==> src/design/lcdq_pkg.sv <==
package lcdq_pkg;

  localparam int QUEUE_DEPTH = 64;
  localparam int PTR_W       = $clog2(QUEUE_DEPTH);

  localparam logic [31:0] UNIX_RESET = 32'd1662385700;
  localparam logic [7:0]  TPM_RESET  = 8'd10;
  localparam logic [7:0]  MPT_RESET  = 8'd100;
  localparam logic [7:0]  TPS_RESET  = 8'd10;

  localparam logic [2:0] ACT_TICK        = 3'd0;
  localparam logic [2:0] ACT_ENQUEUE     = 3'd1;
  localparam logic [2:0] ACT_SET_UNIX    = 3'd2;
  localparam logic [2:0] ACT_SET_BLOCK   = 3'd3;
  localparam logic [2:0] ACT_POLL_TENTH  = 3'd4;
  localparam logic [2:0] ACT_POLL_SECOND = 3'd5;

  localparam logic [1:0] CFG_TICKS_PER_MILLI   = 2'd0;
  localparam logic [1:0] CFG_MILLIS_PER_TENTH  = 2'd1;
  localparam logic [1:0] CFG_TENTHS_PER_SECOND = 2'd2;

  typedef struct packed {
    logic [2:0]  action;
    logic        select_flag;
    logic [7:0]  char_byte;
    logic [31:0] unix_value;
    logic [7:0]  block_seconds;
  } in_item_t;

  typedef struct packed {
    logic        lcd_rs;
    logic        lcd_en;
    logic [3:0]  lcd_nibble;
    logic [31:0] millis_count;
    logic [31:0] uptime_seconds;
    logic [31:0] unix_seconds;
    logic        polled_flag;
    logic        display_blocked;
  } out_item_t;

  typedef struct packed {
    logic [7:0] ticks_per_milli;
    logic [7:0] millis_per_tenth;
    logic [7:0] tenths_per_second;
  } cfg_regs_t;

  typedef struct packed {
    logic        tick;
    logic        set_unix;
    logic        set_block;
    logic        poll_tenth;
    logic        poll_second;
    logic [31:0] unix_value;
    logic [7:0]  block_seconds;
  } tb_ctrl_t;

  typedef struct packed {
    logic [31:0] millis_count;
    logic [31:0] uptime_seconds;
    logic [31:0] unix_seconds;
    logic        polled_flag;
    logic        display_blocked;
  } tb_stat_t;

  typedef struct packed {
    logic       enqueue;
    logic       step;
    logic       select_flag;
    logic [7:0] char_byte;
  } q_ctrl_t;

  typedef struct packed {
    logic       rs;
    logic       en;
    logic [3:0] nibble;
  } lcd_pins_t;

  typedef struct packed {
    logic       select_flag;
    logic [7:0] char_byte;
  } q_entry_t;

  typedef enum logic [2:0] {
    PH_IDLE   = 3'd0,
    PH_HIGH   = 3'd1,
    PH_HIGH_W = 3'd2,
    PH_LOW    = 3'd3,
    PH_LOW_W  = 3'd4,
    PH_DONE   = 3'd5
  } seq_phase_t;

  function automatic logic [PTR_W-1:0] ring_next(input logic [PTR_W-1:0] p);
    return (p == PTR_W'(QUEUE_DEPTH - 1)) ? '0 : p + 1'b1;
  endfunction

endpackage

==> src/design/lcdq_ram.sv <==
module lcdq_ram #(
  parameter int WIDTH = 8,
  parameter int DEPTH = 64
) (
  input  logic                     clk,
  input  logic                     we,
  input  logic [$clog2(DEPTH)-1:0] waddr,
  input  logic [WIDTH-1:0]         wdata,
  input  logic [$clog2(DEPTH)-1:0] raddr,
  output logic [WIDTH-1:0]         rdata
);

  logic [WIDTH-1:0] mem [DEPTH];

  always_ff @(posedge clk) begin
    if (we) begin
      mem[waddr] <= wdata;
    end
    rdata <= mem[raddr];
  end

endmodule

==> src/design/lcdq_timebase.sv <==
module lcdq_timebase (
  input  logic                clk,
  input  logic                rst_n,
  input  lcdq_pkg::cfg_regs_t cfg,
  input  lcdq_pkg::tb_ctrl_t  ctrl,
  output logic                seq_step,
  output lcdq_pkg::tb_stat_t  stat
);

  logic [7:0]  tick_r, tick_nxt;
  logic [7:0]  milli_r, milli_nxt;
  logic [7:0]  tenth_r, tenth_nxt;
  logic [31:0] millis_r, millis_nxt;
  logic [31:0] uptime_r, uptime_nxt;
  logic [31:0] unix_r, unix_nxt;
  logic        tenth_flag_r, tenth_flag_nxt;
  logic        second_flag_r, second_flag_nxt;
  logic [7:0]  block_r, block_nxt;
  logic [7:0]  tick_inc, milli_inc, tenth_inc;
  logic        polled;

  always_comb begin
    tick_nxt        = tick_r;
    milli_nxt       = milli_r;
    tenth_nxt       = tenth_r;
    millis_nxt      = millis_r;
    uptime_nxt      = uptime_r;
    unix_nxt        = unix_r;
    tenth_flag_nxt  = tenth_flag_r;
    second_flag_nxt = second_flag_r;
    block_nxt       = block_r;
    polled          = 1'b0;
    seq_step        = 1'b0;
    tick_inc        = tick_r + 8'd1;
    milli_inc       = milli_r + 8'd1;
    tenth_inc       = tenth_r + 8'd1;

    if (ctrl.tick) begin
      if (tick_inc >= cfg.ticks_per_milli) begin
        tick_nxt   = '0;
        millis_nxt = millis_r + 32'd1;
        if (milli_inc < cfg.millis_per_tenth) begin
          milli_nxt = milli_inc;
        end else begin
          milli_nxt      = '0;
          tenth_flag_nxt = 1'b1;
          if (tenth_inc < cfg.tenths_per_second) begin
            tenth_nxt = tenth_inc;
          end else begin
            tenth_nxt       = '0;
            uptime_nxt      = uptime_r + 32'd1;
            unix_nxt        = unix_r + 32'd1;
            second_flag_nxt = 1'b1;
            if (block_r != 8'd0) begin
              block_nxt = block_r - 8'd1;
            end
          end
        end
      end else begin
        tick_nxt = tick_inc;
        seq_step = 1'b1;
      end
    end
    if (ctrl.set_unix) begin
      unix_nxt = ctrl.unix_value;
    end
    if (ctrl.set_block) begin
      block_nxt = ctrl.block_seconds;
    end
    if (ctrl.poll_tenth) begin
      polled         = tenth_flag_r;
      tenth_flag_nxt = 1'b0;
    end
    if (ctrl.poll_second) begin
      polled          = second_flag_r;
      second_flag_nxt = 1'b0;
    end

    stat.millis_count    = millis_nxt;
    stat.uptime_seconds  = uptime_nxt;
    stat.unix_seconds    = unix_nxt;
    stat.polled_flag     = polled;
    stat.display_blocked = (block_nxt != 8'd0);
  end

  always_ff @(posedge clk) begin
    if (!rst_n) begin
      tick_r        <= '0;
      milli_r       <= '0;
      tenth_r       <= '0;
      millis_r      <= '0;
      uptime_r      <= '0;
      unix_r        <= lcdq_pkg::UNIX_RESET;
      tenth_flag_r  <= 1'b0;
      second_flag_r <= 1'b0;
      block_r       <= '0;
    end else begin
      tick_r        <= tick_nxt;
      milli_r       <= milli_nxt;
      tenth_r       <= tenth_nxt;
      millis_r      <= millis_nxt;
      uptime_r      <= uptime_nxt;
      unix_r        <= unix_nxt;
      tenth_flag_r  <= tenth_flag_nxt;
      second_flag_r <= second_flag_nxt;
      block_r       <= block_nxt;
    end
  end

endmodule

==> src/design/lcdq_queue.sv <==
module lcdq_queue (
  input  logic                clk,
  input  logic                rst_n,
  input  lcdq_pkg::q_ctrl_t   ctrl,
  output lcdq_pkg::lcd_pins_t pins
);

  logic [lcdq_pkg::PTR_W-1:0] wptr_r, wptr_nxt;
  logic [lcdq_pkg::PTR_W-1:0] rptr_r, rptr_nxt;
  lcdq_pkg::seq_phase_t       phase_r, phase_nxt;
  lcdq_pkg::lcd_pins_t        pins_r, pins_nxt;
  lcdq_pkg::q_entry_t         wr_entry, ram_q, rd_entry;
  lcdq_pkg::q_entry_t         byp_data_r;
  logic                       byp_r, byp_nxt;

  lcdq_ram #(
    .WIDTH($bits(lcdq_pkg::q_entry_t)),
    .DEPTH(lcdq_pkg::QUEUE_DEPTH)
  ) u_ram (
    .clk  (clk),
    .we   (ctrl.enqueue),
    .waddr(wptr_r),
    .wdata(wr_entry),
    .raddr(rptr_nxt),
    .rdata(ram_q)
  );

  // RAM returns old data when read and written at one address
  assign rd_entry = byp_r ? byp_data_r : ram_q;

  always_comb begin
    wptr_nxt             = wptr_r;
    rptr_nxt             = rptr_r;
    phase_nxt            = phase_r;
    pins_nxt             = pins_r;
    wr_entry.select_flag = ctrl.select_flag;
    wr_entry.char_byte   = ctrl.char_byte;

    if (ctrl.enqueue) begin
      wptr_nxt = lcdq_pkg::ring_next(wptr_r);
      if (wptr_nxt == rptr_r) begin
        rptr_nxt = lcdq_pkg::ring_next(rptr_r);
      end
    end

    if (ctrl.step) begin
      unique case (phase_r)
        lcdq_pkg::PH_IDLE: begin
          if (rptr_r != wptr_r) begin
            pins_nxt.rs = rd_entry.select_flag;
            pins_nxt.en = 1'b0;
            phase_nxt   = lcdq_pkg::PH_HIGH;
          end
        end
        lcdq_pkg::PH_HIGH: begin
          pins_nxt.en     = 1'b0;
          pins_nxt.nibble = rd_entry.char_byte[7:4];
          phase_nxt       = lcdq_pkg::PH_HIGH_W;
        end
        lcdq_pkg::PH_HIGH_W: begin
          pins_nxt.en = 1'b1;
          phase_nxt   = lcdq_pkg::PH_LOW;
        end
        lcdq_pkg::PH_LOW: begin
          pins_nxt.en     = 1'b0;
          pins_nxt.nibble = rd_entry.char_byte[3:0];
          phase_nxt       = lcdq_pkg::PH_LOW_W;
        end
        lcdq_pkg::PH_LOW_W: begin
          pins_nxt.en = 1'b1;
          phase_nxt   = lcdq_pkg::PH_DONE;
        end
        default: begin
          pins_nxt.en = 1'b0;
          pins_nxt.rs = 1'b0;
          rptr_nxt    = lcdq_pkg::ring_next(rptr_r);
          phase_nxt   = lcdq_pkg::PH_IDLE;
        end
      endcase
    end

    byp_nxt = ctrl.enqueue && (wptr_r == rptr_nxt);
  end

  assign pins = pins_nxt;

  always_ff @(posedge clk) begin
    if (!rst_n) begin
      wptr_r  <= '0;
      rptr_r  <= '0;
      phase_r <= lcdq_pkg::PH_IDLE;
      pins_r  <= '0;
      byp_r   <= 1'b0;
    end else begin
      wptr_r  <= wptr_nxt;
      rptr_r  <= rptr_nxt;
      phase_r <= phase_nxt;
      pins_r  <= pins_nxt;
      byp_r   <= byp_nxt;
    end
  end

  always_ff @(posedge clk) begin
    byp_data_r <= wr_entry;
  end

endmodule

==> src/design/lcd_nibble_queue_timebase.sv <==
// Channel | Direction | Handshake              | Payload
// in_     | input     | in_valid / in_ready    | in_data  (lcdq_pkg::in_item_t)
// out_    | output    | out_valid / out_ready  | out_data (lcdq_pkg::out_item_t)
// cfg_    | input     | cfg_valid / cfg_ready  | cfg_index, cfg_data
//
// One transaction per clock sustained unless the output stalls; each result leaves
// the output register after the input register and the single update pass. The
// queue RAM read is prefetched at the next read pointer, so the current entry is
// already at the RAM output. cfg_ready is always high. Synchronous active-low reset
// clears control and counters, but loads the Unix seconds with UNIX_RESET and cfg
// with defaults; the queue RAM needs no clearing pass. A stalled output holds its
// result and the input register takes one more transaction before in_ready drops.
module lcd_nibble_queue_timebase (
  input  logic                clk,
  input  logic                rst_n,
  input  logic                in_valid,
  output logic                in_ready,
  input  lcdq_pkg::in_item_t  in_data,
  output logic                out_valid,
  input  logic                out_ready,
  output lcdq_pkg::out_item_t out_data,
  input  logic                cfg_valid,
  output logic                cfg_ready,
  input  logic [1:0]          cfg_index,
  input  logic [7:0]          cfg_data
);

  lcdq_pkg::in_item_t  inq_r;
  logic                inq_valid_r;
  lcdq_pkg::out_item_t out_data_r, res;
  logic                out_valid_r;
  logic                have_r;
  lcdq_pkg::cfg_regs_t cfg_r;
  lcdq_pkg::tb_ctrl_t  tb_ctrl;
  lcdq_pkg::tb_stat_t  tb_stat;
  lcdq_pkg::q_ctrl_t   q_ctrl;
  lcdq_pkg::lcd_pins_t pins;
  logic                seq_step;
  logic                proc_fire;

  assign proc_fire = inq_valid_r && (!out_valid_r || out_ready);
  assign in_ready  = !inq_valid_r || proc_fire;
  assign cfg_ready = 1'b1;
  assign out_valid = out_valid_r;
  assign out_data  = out_data_r;

  always_comb begin
    tb_ctrl.tick          = proc_fire && (inq_r.action == lcdq_pkg::ACT_TICK);
    tb_ctrl.set_unix      = proc_fire && (inq_r.action == lcdq_pkg::ACT_SET_UNIX);
    tb_ctrl.set_block     = proc_fire && (inq_r.action == lcdq_pkg::ACT_SET_BLOCK);
    tb_ctrl.poll_tenth    = proc_fire && (inq_r.action == lcdq_pkg::ACT_POLL_TENTH);
    tb_ctrl.poll_second   = proc_fire && (inq_r.action == lcdq_pkg::ACT_POLL_SECOND);
    tb_ctrl.unix_value    = inq_r.unix_value;
    tb_ctrl.block_seconds = inq_r.block_seconds;

    q_ctrl.enqueue     = proc_fire && (inq_r.action == lcdq_pkg::ACT_ENQUEUE);
    q_ctrl.step        = seq_step;
    q_ctrl.select_flag = inq_r.select_flag;
    q_ctrl.char_byte   = inq_r.char_byte;

    res.lcd_rs          = pins.rs;
    res.lcd_en          = pins.en;
    res.lcd_nibble      = pins.nibble;
    res.millis_count    = tb_stat.millis_count;
    res.uptime_seconds  = tb_stat.uptime_seconds;
    res.unix_seconds    = tb_stat.unix_seconds;
    res.polled_flag     = tb_stat.polled_flag;
    res.display_blocked = tb_stat.display_blocked;
  end

  lcdq_timebase u_timebase (
    .clk     (clk),
    .rst_n   (rst_n),
    .cfg     (cfg_r),
    .ctrl    (tb_ctrl),
    .seq_step(seq_step),
    .stat    (tb_stat)
  );

  lcdq_queue u_queue (
    .clk  (clk),
    .rst_n(rst_n),
    .ctrl (q_ctrl),
    .pins (pins)
  );

  always_ff @(posedge clk) begin
    if (!rst_n) begin
      inq_valid_r <= 1'b0;
      out_valid_r <= 1'b0;
      have_r      <= 1'b0;
      cfg_r.ticks_per_milli   <= lcdq_pkg::TPM_RESET;
      cfg_r.millis_per_tenth  <= lcdq_pkg::MPT_RESET;
      cfg_r.tenths_per_second <= lcdq_pkg::TPS_RESET;
    end else begin
      if (in_valid && in_ready) begin
        inq_valid_r <= 1'b1;
      end else if (proc_fire) begin
        inq_valid_r <= 1'b0;
      end
      if (proc_fire) begin
        out_valid_r <= 1'b1;
        have_r      <= 1'b1;
      end else if (out_ready) begin
        out_valid_r <= 1'b0;
      end
      if (cfg_valid && cfg_ready) begin
        unique case (cfg_index)
          lcdq_pkg::CFG_TICKS_PER_MILLI:   cfg_r.ticks_per_milli   <= cfg_data;
          lcdq_pkg::CFG_MILLIS_PER_TENTH:  cfg_r.millis_per_tenth  <= cfg_data;
          lcdq_pkg::CFG_TENTHS_PER_SECOND: cfg_r.tenths_per_second <= cfg_data;
          default: ;
        endcase
      end
    end
  end

  always_ff @(posedge clk) begin
    if (in_valid && in_ready) begin
      inq_r <= in_data;
    end
    if (proc_fire) begin
      out_data_r <= res;
    end
  end

  a_millis_step: assert property (@(posedge clk) disable iff (!rst_n)
    proc_fire && have_r |->
      (res.millis_count == out_data_r.millis_count) ||
      (res.millis_count == out_data_r.millis_count + 32'd1))
    else $error("millisecond count moved by more than one");

  a_uptime_on_milli: assert property (@(posedge clk) disable iff (!rst_n)
    proc_fire && have_r && (res.uptime_seconds != out_data_r.uptime_seconds) |->
      (res.millis_count != out_data_r.millis_count))
    else $error("uptime advanced without a millisecond step");

  a_item_held: assert property (@(posedge clk) disable iff (!rst_n)
    inq_valid_r && !proc_fire |=> inq_valid_r && $stable(inq_r))
    else $error("pending input transaction lost");

endmodule
==> config.mk <==
export PLATFORM = sky130hd
export DESIGN_NAME = lcd_nibble_queue_timebase
export DESIGN_NICKNAME = d
export VERILOG_FILES = /design/src/design/lcdq_pkg.sv /design/src/design/lcdq_ram.sv /design/src/design/lcdq_timebase.sv /design/src/design/lcdq_queue.sv /design/src/design/lcd_nibble_queue_timebase.sv
export SDC_FILE = /design/constraint.sdc
export NUM_CORES = 1
export LEC_CHECK = 0
export BUFFER_PORTS_ARGS = -buffer_cell sky130_fd_sc_hd__buf_4
export CORE_MARGIN = 5
export CORE_UTILIZATION = 30
export CTS_CLUSTER_SIZE = 12
export DETAILED_ROUTE_END_ITERATION = 10
export SYNTH_ARGS = -nofsm -noshare
export SYNTH_HDL_FRONTEND = slang
export SYNTH_SLANG_ARGS = --single-unit
export TNS_END_PERCENT = 100
==> constraint.sdc <==
create_clock -name clk -period 10.7 [get_ports clk]
set_clock_uncertainty 0.2 [all_clocks]
set_input_delay 1.07 -clock clk [delete_from_list [all_inputs] [get_ports clk]]
set_output_delay 1.07 -clock clk [all_outputs]
set_load 0.1 [all_outputs]
==> results.cfg, run 1 <==
[floorplanning]
start_util_pct = 30.1
io_pins = 174
die_w_um = 367
core-area_um2 = 127000
row_count = 131
die_h_um = 367
dieArea_um2 = 135000

[setup_path]
worst-r2r-cell-count = 18
cp.arrival_ns = 6.70
rrSetupSlack_ns = 4.31
crit_required_ns = 11.02
path_max_fanout = 78
cp_slowest_stage_delay_ns = 0.84
r2r-start = u_timebase.tick_r[2]
reg2reg_to = u_queue.u_ram.rdata[7]
crit_chain = and3_1 -> and3_1 -> nand3_1 -> xnor2_1 -> ha_1 -> and4_1 -> a21o_1 -> a2111oi_2 -> o21ai_1 -> nand3_2 -> buf_4 -> and2_4 -> buf_4 -> mux4_2 -> a22o_1 -> or4_1 -> o21ai_1 -> a31oi_1
cp_slowest_cell = buf_4
cp-start-kind = flop
end_kind = flop
crit_type = flop to flop

[logic_synthesis]
synth_ff_type = edfxtp_1
synth_edf_count = 732
netlist_instances = 3018
synth_nets = 3117
synth_seq_area_share_pct = 67.8
yosys_warnings = 0
synthArstFlopShare_pct = 0
syn_avg_cell_area_um2 = 12.7
syn_area_um2 = 38200
synth_seq_cells = 928
yosysUniqueCellTypes = 85

[detailed_routing]
viasPerCell = 5.05
num_vias = 24800
wl_um = 101000
wl_per_cell_um = 20.7
drt_iter0_markers = 2931
postRouteAntennaNets = 0
first_pass_iters = 5
drc = 0

[timing]
setup_tns_ns = 0
rsz0062_at_grt = false
slew_viol_final = 0
hold_violations = 0
worst_hold_slack_ns = 0.271
fmax_ghz = 0.157
relSlewSlack_pct = 10.7
tightest_slew_ns = 1.33
min_period_over_period_pct = 59.7
setup_viol = 0
period_needed_ns = 6.39

[cells_and_area]
register_area_um2 = 25900
multi_input_area_um2 = 11400
final_cell_mix = 732 x edfxtp_1, 394 x nand2_1, 261 x nor2_1, 214 x buf_4, 195 x dfxtp_1
final_cell_count_no_fill = 4902
utilization_pct = 34.8
layout_commonest_cell = edfxtp_1
area_growth_pct = 15.6
nets = 3264
n_antenna_cell = 0
drive_gt1_share_pct = 13.9
final.fill_count = 12300

[placement]
port_buffers = 172
place_inst = 4729
place_congestion = 0.857
dp_hpwl_um = 63900

[clocking]
clock_sinks = 928
cts.clk_slew.worst_paths_ns = 0.06
clockBufferDepth = 3
clk_latency_ns = 0.66
post_cts_buffers = 0
ctsResizeCount = 0
cts_root_buffer = clkbuf_16
cts_max_level = 3
cts-buffers-inserted = 96
cts_hold_buf = 0
cts_tree = done

[hold_path]
min_path_cells = 2
min_to = u_timebase.tick_r[1]
min_from = u_timebase.tick_r[1]
hp-class = flop to flop

[status]
outcome = completed

[global_route]
grt_antenna_before_repair = 1
overflow = 0
grt_max_degree = 82
grt_pass1_vias = 24000
grt_use_total_pct = 14.5
grt_pass1_wl_um = 153000

[power]
irDropWorstVdd_v = 0.000122
p_leak_uw = 0.0151
cellPowerDensity_nw_per_um2 = 170

[flow_run]
maxCapViolCount = 0
[synth_stat cells, drive strengths merged, types with 34 or more instances]
cell    count  area share [%]
edfxtp    732              58
nand2     397             3.9
nor2      261             2.6
dfxtp     196              10
a21oi     124             1.6
nand3     100             1.3
and2       95             1.6
o21ai      91             1.2
clkbuf     89            0.87
xnor2      79             1.8
buf        76             1.1
and3       66             1.1
a31oi      59            0.97
mux2i      52             1.4
xor2       52             1.2
inv        51            0.50
a211oi     48            0.94
nor3       38            0.54
nand4      35            0.57
mux2       34             1.0
[power breakdown]
part | switching, uW | internal [uW]
Sequential | 24.2 | 3930
Clock | 1370 | 1790
Combinational | 313 | 93.7
[kinds of logic after synthesis]
logic type      after synthesis  synth area share, %
buf+inv                     217                 2.53
flops                       928                 67.8
mux                          99                 3.13
compound gates              526                 9.21
fa+ha+maj                    32                 1.05
simple gates               1084                 13.3
other cells                   1              0.00981
xor+xnor                    131                 3.04
[worst max path at each step]
stage                          from                        to  slack (ns)  cells past startpoint
3_5_place_dp   u_timebase.tick_r[0]    u_queue.u_ram.rdata[6]        4.36                     18
2_1_floorplan             out_ready  u_queue.u_ram.mem[19][0]        5.20                      7
4_1_cts        u_timebase.tick_r[2]    u_queue.u_ram.rdata[7]        4.32                     18
5_1_grt        u_timebase.tick_r[0]    u_queue.u_ram.rdata[7]        3.86                     18
6_report       u_timebase.tick_r[2]    u_queue.u_ram.rdata[7]        4.31                     18
3_3_place_gp   u_timebase.tick_r[2]    u_queue.u_ram.rdata[7]        4.43                     18
[routing by layer]
layer	global-route usage [%]	up-vias	part of all wire, %
met5	0	-	0
met4	3.89	0	2.6
met3	2.57	167	6.6
met2	23.6	890	47
met1	20.0	12300	44
li1	-	11400	-
[registers in the layout, indices dropped and copies added, names as in the netlist]
signal and cells:
u_queue.u_ram.mem 576, out_valid 1, inq_r 52, u_timebase.tenth_r 8, u_queue.pins_r 6, u_queue.byp_r 1
u_timebase.tick_r 8, cfg_r 24, u_timebase.uptime_r 32, u_timebase.unix_r 32, u_queue.byp_data_r 9, u_timebase.millis_r 32
u_queue.phase_r 3, u_queue.wptr_r 6, u_timebase.second_flag_r 1, u_timebase.block_r 8, u_timebase.tenth_flag_r 1, inq_valid_r 1
u_queue.u_ram.rdata 9, out_data 104, u_queue.rptr_r 6, u_timebase.milli_r 8
[critical path: cells and delay by family (launching register included)]
family	cells	cell delay, ns
buffers and inverters	2	1.13
and+or+nand+nor	7	2.06
muxes	1	0.62
adders and majority gates	1	0.30
AOI/OAI and AO/OA	6	1.25
xor gates and xnor gates	1	0.21
DFF	1	0.40
[metrics by stage]
stage	worst slack, ns	instance area [um2]	total power [uW]
after global placement	4.43	41200	4440
after floorplan	5.20	38200	4300
final	4.31	44200	7520
after CTS	4.32	44200	7590
after global routing	3.86	44200	7750
after detailed placement	4.36	41200	4440
[cell type report]
type | count | area share, %
clock buffers | 139 | 6.08
clock inverters | 34 | 0.581
inverters | 52 | 0.447
multi-input cells | 1873 | 25.9
flip-flops and latches | 928 | 58.6
well taps | 1662 | 4.71
repair buffers | 214 | 3.64
(Power assumes the default switching activity.)
==> inputs of run 2 (changes only) <==
Clock period 10.7 ns to 6 ns, I/O delays scaled along.
==> results.cfg, run 2 (synthesis gave the netlist of run 1 again) <==
[detailed_routing]
first_pass_iters = 5
routed-wl-met2_um = 47100
wl_met1_um = 43500
drc = 0
routed.top_layer = met5
num_vias = 25000
postRouteAntennaNets = 0
wl_um = 101000
wl_met3_um = 7170
drt_iter0_markers = 2654
viasPerCell = 5.00
wl_per_cell_um = 20.1

[cells_and_area]
final_area_um2 = 45200
drive_gt1_share_pct = 14.6
layout_commonest_cell = edfxtp_1
nets = 3371
area_growth_pct = 18.2
regMostFlops = u_queue.u_ram.mem
largest_reg_flops = 576
final_cell_mix = 732 x edfxtp_1, 394 x nand2_1, 261 x nor2_1, 251 x buf_4, 195 x dfxtp_1

[clocking]
ctsResizeCount = 0
cts.clk_slew.worst_paths_ns = 0.06
cts_max_level = 3
cts-buffers-inserted = 96
clock_sinks = 928
clockBufferDepth = 3
clk_latency_ns = 0.65
cts_root_buffer = clkbuf_16
cts_tree = done

[setup_path]
reg2reg_to = u_queue.u_ram.rdata[7]
crit_type = flop to flop
worstSetupStartpoint = u_timebase.tick_r[0]
path_max_fanout = 46
cp.arrival_ns = 5.73
r2r-start = u_timebase.tick_r[0]
cp-start-kind = flop
worst-r2r-cell-count = 17
crit_end = u_queue.u_ram.rdata[7]
rrSetupSlack_ns = 0.59
crit_required_ns = 6.32
end_kind = flop

[status]
outcome = completed

[placement]
post-place-ws_ns = 0.626
placement.cell_area_um2 = 41700
dp_hpwl_um = 64600
port_buffers = 172
place_congestion = 0.867

[timing]
setup_tns_ns = 0
worst_hold_slack_ns = 0.124
hold_violations = 0
tightest_slew_ns = 1.25
setup_viol = 0
relSlewSlack_pct = 16.0
fin_ws_ns = 0.593
fmax_ghz = 0.185
rsz0062_at_grt = false
slew_viol_final = 0
min_period_over_period_pct = 90.1
period_needed_ns = 5.41

[global_route]
grt_antenna_before_repair = 5
grt_use_total_pct = 14.4
grt_pass1_wl_um = 153000
grt_pass1_vias = 24600
overflow = 0
grt_max_degree = 94

[floorplanning]
die_h_um = 367
dieArea_um2 = 135000
die_w_um = 367
core-area_um2 = 127000
row_count = 131
io_pins = 174
start_util_pct = 30.1

[hold_path]
hp-class = primary input to flop
min_from = out_ready

[flow_run]
maxCapViolCount = 0

[power]
irDropWorstVdd_v = 0.000243
cellPowerDensity_nw_per_um2 = 297
p_leak_uw = 0.0156
[run 2: per-layer routing]
metal  vias to the layer above  GRT usage, %
li1                      11700             -
met1                     12300          19.6
met2                       863          23.5
met3                       180          2.85
met4                         4          4.28
met5                         -             0
[run 2: layout make-up]
cell class                 count  area, um2
antenna                        2       5.00
clock buffer                 141       2680
clock inverter                24        210
fill                       12200      81900
inverter                      52        198
multi-input combinational   1873      11400
sequential                   928      25900
tap                         1662       2080
timing repair buffer         321       2670
[run 2: power breakdown]
group	total, uW	leakage (uW)	internal, uW	switching [uW]
Clock	5600	0.00141	3200	2400
Sequential	7050	0.00820	7010	37.3
Combinational	786	0.00598	211	575
[run 2: per-stage QoR]
step	power, uW	utilization, %	std cells
4_1_cts	13500	35.6	5001
3_5_place_dp	7940	32.8	4774
5_1_grt	13900	35.6	5001
3_3_place_gp	7940	32.8	4774
2_1_floorplan	7670	-	3018
6_report	13400	35.6	5003
[run 2: worst max-delay path, cell delays in order (launching register included)]
cell       delay (ns)
dfxtp_1          0.40
and3_1           0.24
and3_1           0.25
nand3_1          0.11
xnor2_1          0.21
ha_1             0.30
and4_1           0.21
a21o_1           0.20
a2111oi_2        0.37
a21boi_4         0.42
o21ai_2          0.29
xnor2_4          0.27
buf_4            0.57
nor2_1           0.34
a22o_1           0.26
or4_1            0.43
o21ai_1          0.13
a31oi_1          0.06
[run 2: how the worst min path moves through the flow]
stage	endpoint	slack [ns]	depth (start not counted)
5_1_grt	inq_valid_r	0.16	4
3_3_place_gp	u_timebase.milli_r[1]	0.25	2
4_1_cts	inq_valid_r	0.08	4
2_1_floorplan	u_timebase.tick_r[1]	0.24	2
6_report	inq_valid_r	0.12	4
3_5_place_dp	u_timebase.tick_r[7]	0.26	2
[run 2: repair_timing]
action / in CTS / in global routing
hold endpoints to repair: 71 / 0
setup buffers: 0 / 0
hold buffers: 62 / 0
